## src/sv/imu_stationary_window_gate_macros.svh

```systemverilog
// Assertion macros shared by the stationary window gate modules.
`ifndef IMU_STATIONARY_WINDOW_GATE_MACROS_SVH
`define IMU_STATIONARY_WINDOW_GATE_MACROS_SVH
// Check an implication on every clock edge outside reset.
`define ISWG_ASSERT_IMPL(label, clk, rst_n, ante, cons, msg) \
    label: assert property (@(posedge clk) disable iff (!rst_n) (ante) |-> (cons)) \
        else $error(msg);
// Check an implication whose consequent holds in the next cycle, outside reset.
`define ISWG_ASSERT_NEXT(label, clk, rst_n, ante, cons, msg) \
    label: assert property (@(posedge clk) disable iff (!rst_n) (ante) |=> (cons)) \
        else $error(msg);
`endif

```

## src/sv/iswg_pkg.sv

```systemverilog
// Package with types, constants and register indexes for the stationary window gate.
package iswg_pkg;
    localparam int WINDOW_DEPTH_DEF = 64;
    localparam int MOTOR_COUNT_DEF  = 4;

    typedef enum logic [2:0] {
        CFG_SPEED_LIMIT  = 3'd0,
        CFG_NORM_LOW     = 3'd1,
        CFG_NORM_HIGH    = 3'd2,
        CFG_ACCEL_VAR    = 3'd3,
        CFG_GYRO_VAR     = 3'd4,
        CFG_MOTOR_MASK   = 3'd5
    } t_cfg_idx;

    // Classification of one item made by the front part.
    typedef enum logic [1:0] {
        CLS_ZERO_MASK = 2'd0,
        CLS_CLEAR     = 2'd1,
        CLS_UPDATE    = 2'd2
    } t_cls;

    typedef struct packed {
        t_cls               cls;
        logic [31:0]        seq;
        logic signed [15:0] ax;
        logic signed [15:0] ay;
        logic signed [15:0] az;
        logic signed [15:0] gx;
        logic signed [15:0] gy;
        logic signed [15:0] gz;
    } t_job;

    typedef enum logic [3:0] {
        ST_IDLE, ST_SQ, ST_ROOT, ST_RANGE, ST_READ, ST_SUB, ST_ADD,
        ST_CHK, ST_CMP, ST_CLR, ST_OUT
    } t_state;
endpackage

```

## src/sv/iswg_front.sv

```systemverilog
// Front part: accepts items, checks motor motion and queues classified jobs.
module iswg_front #(
    parameter int MOTOR_COUNT = 4
) (
    input  logic               i_clk,
    input  logic               i_rst_n,
    input  logic               i_valid,
    output logic               o_ready,
    input  logic [63:0]        i_motor_drive_packed,
    input  logic [63:0]        i_motor_speed_packed,
    input  logic [3:0]         i_motor_speed_valid,
    input  logic signed [15:0] i_accel_x,
    input  logic signed [15:0] i_accel_y,
    input  logic signed [15:0] i_accel_z,
    input  logic signed [15:0] i_gyro_x,
    input  logic signed [15:0] i_gyro_y,
    input  logic signed [15:0] i_gyro_z,
    input  logic [31:0]        i_sample_seq,
    input  logic [14:0]        i_speed_limit,
    input  logic [3:0]         i_motor_mask,
    output logic               o_job_valid,
    output iswg_pkg::t_job     o_job,
    input  logic               i_job_ready
);
    import iswg_pkg::*;
    `include "imu_stationary_window_gate_macros.svh"

    // Two-entry queue
    t_job        r_q [2];
    logic        r_wp, r_rp;
    logic [1:0]  r_cnt;
    logic        motion;
    logic        push, pop;
    t_job        job;
    logic signed [15:0] drv, spd;
    logic [15:0] mag;

    always_comb begin
        motion = 1'b0;
        for (int m = 0; m < MOTOR_COUNT; m++) begin
            drv = i_motor_drive_packed[m*16 +: 16];
            spd = i_motor_speed_packed[m*16 +: 16];
            mag = spd[15] ? 16'(-spd) : 16'(spd);
            if (drv != 16'sd0) motion = 1'b1;
            if (i_motor_mask[m] && (!i_motor_speed_valid[m] || mag > {1'b0, i_speed_limit}))
                motion = 1'b1;
        end
    end

    always_comb begin
        job.cls = (i_motor_mask == 4'd0) ? CLS_ZERO_MASK : (motion ? CLS_CLEAR : CLS_UPDATE);
        job.seq = i_sample_seq;
        job.ax = i_accel_x; job.ay = i_accel_y; job.az = i_accel_z;
        job.gx = i_gyro_x;  job.gy = i_gyro_y;  job.gz = i_gyro_z;
    end

    assign o_ready     = (r_cnt != 2'd2);
    assign push        = i_valid && o_ready;
    assign o_job_valid = (r_cnt != 2'd0);
    assign pop         = o_job_valid && i_job_ready;
    assign o_job       = r_q[r_rp];

    // Write and advance queue pointers
    always_ff @(posedge i_clk) begin
        if (push) r_q[r_wp] <= job;
        if (!i_rst_n) begin
            r_wp <= 1'b0; r_rp <= 1'b0; r_cnt <= 2'd0;
        end else begin
            if (push) r_wp <= ~r_wp;
            if (pop)  r_rp <= ~r_rp;
            r_cnt <= r_cnt + 2'(push) - 2'(pop);
        end
    end

    `ISWG_ASSERT_IMPL(a_cnt_max, i_clk, i_rst_n, 1'b1, r_cnt <= 2'd2, "queue overflow")
    `ISWG_ASSERT_NEXT(a_push_full, i_clk, i_rst_n, push && !pop && r_cnt == 2'd1,
        r_cnt == 2'd2, "queue count wrong")
    `ISWG_ASSERT_IMPL(a_ptr, i_clk, i_rst_n, r_cnt == 2'd0 || r_cnt == 2'd2,
        r_wp == r_rp, "queue pointers out of step")
endmodule

```

## config.mk

```make
export PLATFORM = sky130hd
export DESIGN_NAME = iswg_front
export DESIGN_NICKNAME = d
export VERILOG_FILES = /design/src/sv/iswg_pkg.sv /design/src/sv/iswg_front.sv
export VERILOG_INCLUDE_DIRS = /design/src /design/src/sv
export SDC_FILE = /design/constraint.sdc
export NUM_CORES = 1
export LEC_CHECK = 0
export ABC_AREA = 0
export BUFFER_PORTS_ARGS = -buffer_cell sky130_fd_sc_hd__buf_2
export CAP_MARGIN = 10
export CORE_AREA = 2 2 161 163
export CTS_CLUSTER_DIAMETER = 200
export DETAILED_ROUTE_END_ITERATION = 8
export DIE_AREA = 0 0 163 165
export PLACE_DENSITY = 0.78
export SLEW_MARGIN = 15
export SYNTH_ARGS = -nofsm -noshare
export SYNTH_HDL_FRONTEND = slang
export SYNTH_SLANG_ARGS = --single-unit
```

## constraint.sdc

```tcl
create_clock -name i_clk -period 9.5 [get_ports i_clk]
set_clock_uncertainty 0.05 [all_clocks]
set_input_delay 0.475 -clock i_clk [delete_from_list [all_inputs] [get_ports i_clk]]
set_output_delay 0.475 -clock i_clk [all_outputs]
set_load 0.05 [all_outputs]
```

==> flow_metrics.tcl, run 1 <==
set metrics [dict create \
    outcome "completed" \
    initial_utilization_pct 49.3 \
    syn_to_final_growth_pct 26.7 \
    cp_data_arrival_time_ns 3.69 \
    finalHoldViolCount 0 \
    grt_antenna_before_repair 11 \
    dieArea_um2 26900 \
    drv_slew 0 \
    crit_path_start_kind "primary input" \
    layout.nets 1583 \
    min_period_ns 3.52 \
    drive_above_1_share_pct 47.8 \
    placementRows 58 \
    post-route-drc-count 0 \
    ctsHoldBuffers 0 \
    synth-xor-area-share_pct 3.90 \
    avgSynthCellArea_um2 15.3 \
    synth_top_family_by_area "multiplexers" \
    drt_iter0_drc 770 \
    grt_pass1_vias 8506 \
    firstDrtPassIters 5 \
    irDropWorstVdd_mv 0.164 \
    numPortBuffers 414 \
    final_cell_mix "buf_2 (414), edfxtp_1 (260), mux2_2 (130)" \
    gr-total-overflow 0 \
    cellLeakagePower_uw 0.00617 \
    avgViaCountPerCell 5.43 \
    synth-seq-cells 265 \
    cts.sinks 265 \
    cap_violations 0 \
    fp.dieW_um 163 \
    synth-compound-area-share_pct 5.12 \
    whs_ns 0.0973 \
    cts_buffers 25 \
    ioPinCount 415 \
    gp_congestion 0.925 \
    async_reset_ff_share_pct 0 \
    dieHeight_um 165 \
    post_cts_buffers 0 \
    core_um2 25000 \
    antenna_left 0 \
    seq_area_um2 7910 \
    synthAdderAreaFrac_pct 6.69 \
    clk_pin_slew_ns 0.06 \
    slew_headroom_pct 30.1 \
    clkLatencyLatePin_ns 0.49 \
    cts_resized 0 \
    wl_um 31600 \
    crit_type "in -> reg" \
    synth_edf_count 260 \
    multiInputGateArea_um2 4270 \
    num-fill-cells 1876 \
    fmax_mhz 284 \
    grt_usage_pct 22.3 \
    cts_tree "built" \
    rsz0062_at_grt "false" \
    worst_pin_slew_ns 1.05 \
    crit_path_max_fanout 5 \
    final-setup-viol-count 0 \
    synthMuxAreaShare_pct 11.9 \
    syn_inst 807 \
    syn_nets 1156 \
    grt_pass1_wl_um 45900 \
    wl_per_cell_um 19.9 \
    finalCritPeriodShare_pct 37.0 \
    p_per_area_nw_per_um2 247 \
    htreeDepth 1 \
    dr_total_vias 8628 \
    critPathCaptureType "flop" \
    fin_tns_setup_ns 0 \
    cp.required_ns 9.67 \
    synth_seq_area_share_pct 64.1 \
    mostFrequentLayoutCell "buf_2" \
    ys_types 48 \
    hold_path.class "in -> reg" \
    dp_hpwl_um 23900 \
    yosys.area_share.simple_pct 6.92 \
    syn-cell-area_um2 12300 \
    root_buffer "clkbuf_16" \
    grt_start_max_net_pins 79 \
    ys_warn_count 0 \
    synthFlopType "edfxtp_1" \
    clock_path_buffers 3 \
]
==> cells in the mapped netlist (6+ instances only) <==
cell type  instances  area share [%]
a21oi_1           22            0.89
clkbuf_1          14            0.43
edfxtp_1         260              63
ha_1              66             6.7
inv_1             28            0.85
mux2_2           130              12
nand2_1           36             1.1
nand2b_1           8            0.41
nand3_1           15            0.61
nand4_1           13            0.66
nor2_1            12            0.37
nor2b_1            7            0.35
nor4_1            24             1.2
o21ai_0           23            0.93
o31ai_1           12            0.73
o41ai_1            8            0.57
or3_1              6            0.30
xnor2_1           55             3.9
==> metrics by stage <==
step / power (uW) / setup slack [ns] / std cells / instance area, um2 / utilization (%)
2_1_floorplan: 2570 / 2.43 / 807 / 12300 / -
3_3_place_gp: 2880 / 5.57 / 1537 / 14800 / 59.1
3_5_place_dp: 2900 / 5.52 / 1537 / 14800 / 59.1
4_1_cts: 3890 / 5.99 / 1581 / 15600 / 62.4
5_1_grt: 4010 / 5.76 / 1585 / 15600 / 62.4
6_report: 3870 / 5.98 / 1589 / 15600 / 62.4
==> where the power goes <==
| group | internal, uW | leakage, uW | switching [uW] |
|---|---|---|---|
| Combinational | 401 | 0.00331 | 965 |
| Clock | 590 | 0.000401 | 401 |
| Sequential | 1450 | 0.00247 | 60.2 |
| Total | 2440 | 0.00617 | 1430 |
==> cell families (layout without fill, tap and decap cells) <==
logic type / after synthesis / after routing
buf+inv: 46 / 490
compound gates: 94 / 94
fa+ha+maj: 66 / 66
other cells: 0 / 8
simple gates: 151 / 151
xor+xnor: 55 / 55
flops: 265 / 265
mux: 130 / 130
==> registers in the layout, summed over array words and instances (netlist names), named ones only <==
signal / count
r_cnt: 2
r_rp: 1
r_q: 260
r_wp: 1
==> critical path, stage by stage <==
cell,delay [ns]
buf_2,0.10
or3_1,0.40
or3b_2,0.54
o31ai_1,0.27
xnor2_1,0.16
ha_1,0.26
a21o_1,0.16
a21oi_1,0.18
or3b_2,0.45
o311ai_0,0.35
and3_1,0.24
a21oi_1,0.10
==> per-layer routing <==
layer  vias to the layer above  GRT usage, %  part of all wire, %  wire, um
li1                       4021             -                    -         -
met1                      4159          24.6                   36     11500
met2                       387          42.4                   53     16800
met3                        55          4.82                  7.9      2510
met4                         6          7.76                  2.5       804
met5                         -             0                 0.13        41
==> worst paths after layout <==
path | startpoint | slack [ns] | to | depth (start not counted)
worst min-delay path | i_accel_x[12] | 0.1 | r_q[1][92]$_DFFE_PP_ | 1
worst max-delay path | i_motor_speed_packed[17] | 5.98 | r_q[1][128]$_DFFE_PP_ | 12
worst min register to register | r_rp$_SDFFE_PN0P_ | 0.48 | flop | 2
worst max register to register | r_cnt[0]$_SDFF_PN0_ | 6.42 | r_q[0][43]$_DFFE_PP_ | 5
==> layout make-up <==
type | instances | area share, %
Antenna cell | 8 | 0.128
Clock buffer | 29 | 4.10
Clock inverter | 15 | 1.10
Inverter | 28 | 0.672
Multi-Input combinational cell | 496 | 27.3
Sequential cell | 265 | 50.6
Tap cell | 330 | 2.64
Timing Repair Buffer | 418 | 13.4
(Power assumes the default switching activity.)
==> inputs of run 2 (changes only) <==
==> constraint.sdc (replaced) <==
create_clock -name i_clk -period 3.41 [get_ports i_clk]
set_clock_uncertainty 0.05 [all_clocks]
set_input_delay 0.1705 -clock i_clk [delete_from_list [all_inputs] [get_ports i_clk]]
set_output_delay 0.1705 -clock i_clk [all_outputs]
set_load 0.05 [all_outputs]
==> run 2 against run 1 <==
Count of clock-buffer cells in the layout increased by 1. Critical path depth unchanged. Non-clock buffer count increased by 174. Flip-flop and latch count unchanged. Clock power grew to 2.8 times the previous value. Via count up 7.0%. Sequential power grew to 2.7 times the previous value.
==> flow_metrics.tcl, run 2 (synthesized netlist as in run 1, its figures left out) <==
set metrics [dict create \
    p_per_area_nw_per_um2 638 \
    reg2regPathDepth 4 \
    finalCritPeriodShare_pct 95.3 \
    core_um2 25000 \
    final_cell_mix "buf_2 (414), edfxtp_1 (260), mux2_2 (130)" \
    slew_headroom_pct 55.2 \
    ioPinCount 415 \
    grt_pass1_vias 9715 \
    cts_buffers 24 \
    largest_register_ffs 260 \
    clock_path_buffers 3 \
    fp.dieW_um 163 \
    grt_antenna_before_repair 4 \
    mostFrequentLayoutCell "buf_2" \
    regMostFlops "r_q" \
    cp.required_ns 3.59 \
    rsz0062_at_grt "false" \
    grt_pass1_wl_um 52200 \
    root_buffer "clkbuf_16" \
    post-route-drc-count 0 \
    crit_type "in -> reg" \
    final-setup-viol-count 0 \
    gp_congestion 0.944 \
    numPortBuffers 414 \
    drt_iter0_drc 515 \
    whs_ns 0.0861 \
    clkLatencyLatePin_ns 0.49 \
    cts.sinks 265 \
    wl_per_cell_um 20.5 \
    drive_above_1_share_pct 45.3 \
    cap_violations 0 \
    outcome "completed" \
    irDropWorstVdd_mv 0.484 \
    crit_path_max_fanout 2 \
    dieArea_um2 26900 \
    firstDrtPassIters 5 \
    total_power_uw 11000 \
    timing.rr.end "r_q[0][91]$_DFFE_PP_" \
    cts_tree "built" \
    worst_slack_ns 0.162 \
    dieHeight_um 165 \
    initial_utilization_pct 49.3 \
    clk_pin_slew_ns 0.06 \
    timing.rr.start "r_cnt[0]$_SDFF_PN0_" \
    gr-total-overflow 0 \
    critPathCaptureType "flop" \
    min_period_ns 3.25 \
    multiInputGateArea_um2 4270 \
    post_cts_buffers 0 \
    num-fill-cells 1634 \
    seq_area_um2 7910 \
    finalHoldViolCount 0 \
    crit_path_start_kind "primary input" \
    cp_data_arrival_time_ns 3.43 \
    dr_total_vias 9228 \
    hold_path.class "in -> reg" \
    reg.largest.list "r_q: 260 flops, r_cnt: 2 flops" \
    fmax_mhz 308 \
    cts_resized 0 \
    dp_slack_ns -0.266 \
    crit_end "r_q[1][128]$_DFFE_PP_" \
    syn_to_final_growth_pct 40.2 \
    antenna_left 0 \
    drv_slew 0 \
    rrSetupSlack_ns 1.40 \
    cellLeakagePower_uw 0.00693 \
    avgViaCountPerCell 5.25 \
    dp_hpwl_um 25000 \
    wl_um 36000 \
    cp-startpoint "i_motor_speed_packed[17]" \
    grt_start_max_net_pins 100 \
    layout.nets 1756 \
    ctsHoldBuffers 129 \
    placementRows 58 \
    grt_usage_pct 25.7 \
    worst_pin_slew_ns 0.671 \
    htreeDepth 1 \
]
run 2: cell count changes in the layout (fill, tap and decap cells not counted):
| cell | delta |
|---|---|
| nand2b_1 | -1 |
| nand2b_2 | +1 |
| clkinvlp_4 | +2 |
| dlygate4sd3_1 | +129 |
| buf_12 | +3 |
| clkbuf_1 | +1 |
| clkinv_1 | -3 |
| inv_6 | -1 |
| diode_2 | -4 |
| buf_4 | +42 |
run 2: metal layers:
layer	up-vias	track usage, %	share of wire [%]
met5	-	0	0
met4	0	10.3	3.7
met3	68	4.29	6.2
met2	395	50.7	54
met1	4410	27.0	36
li1	4355	-	-
run 2: critical path, stage by stage:
cell and delay (ns):
buf_2 0.10, or3_1 0.38, or3b_2 0.50, o31ai_1 0.31, xnor2_1 0.17, ha_1 0.27, a21o_1 0.17, a21oi_1 0.18
or3b_2 0.45, o311ai_0 0.39, and3_1 0.26, a21oi_1 0.09
run 2: area by class of cell:
class                      instances  area share [%]
antenna                            4          0.0579
clock inverter                    13           0.970
timing repair buffer             592            21.8
inverter                          28           0.608
tap                              330            2.39
sequential                       265            45.8
multi-input combinational        496            24.7
clock buffer                      30            3.73
run 2: stage by stage:
step | cell area, um2 | cells | util, % | TNS, ns
finish | 17300 | 1758 | 69.1 | 0
global route | 17300 | 1758 | 69.1 | 0
CTS | 17300 | 1754 | 69.0 | 0
detailed placement | 15200 | 1582 | 60.6 | -1.03
global placement | 15200 | 1582 | 60.6 | -0.538
floorplan | 12300 | 807 | - | 0
run 2: report_power, final:
| part | leakage, uW | internal (uW) | switching, uW |
|---|---|---|---|
| registers | 0.00247 | 4040 | 109 |
| clock network | 0.000394 | 1640 | 1100 |
| logic | 0.00407 | 1270 | 2860 |
| total | 0.00693 | 6960 | 4070 |
run 2: how the worst min path moves through the flow:
stage / startpoint / to / depth (start not counted)
floorplan: i_gyro_z[0] / r_q[0][0]$_DFFE_PP_ / 0
global placement: i_gyro_x[11] / r_q[0][43]$_DFFE_PP_ / 1
detailed placement: i_accel_y[10] / r_q[0][74]$_DFFE_PP_ / 1
CTS: i_job_ready / r_rp$_SDFFE_PN0P_ / 4
global route: i_job_ready / flop / 4
finish: i_job_ready / r_rp$_SDFFE_PN0P_ / 4
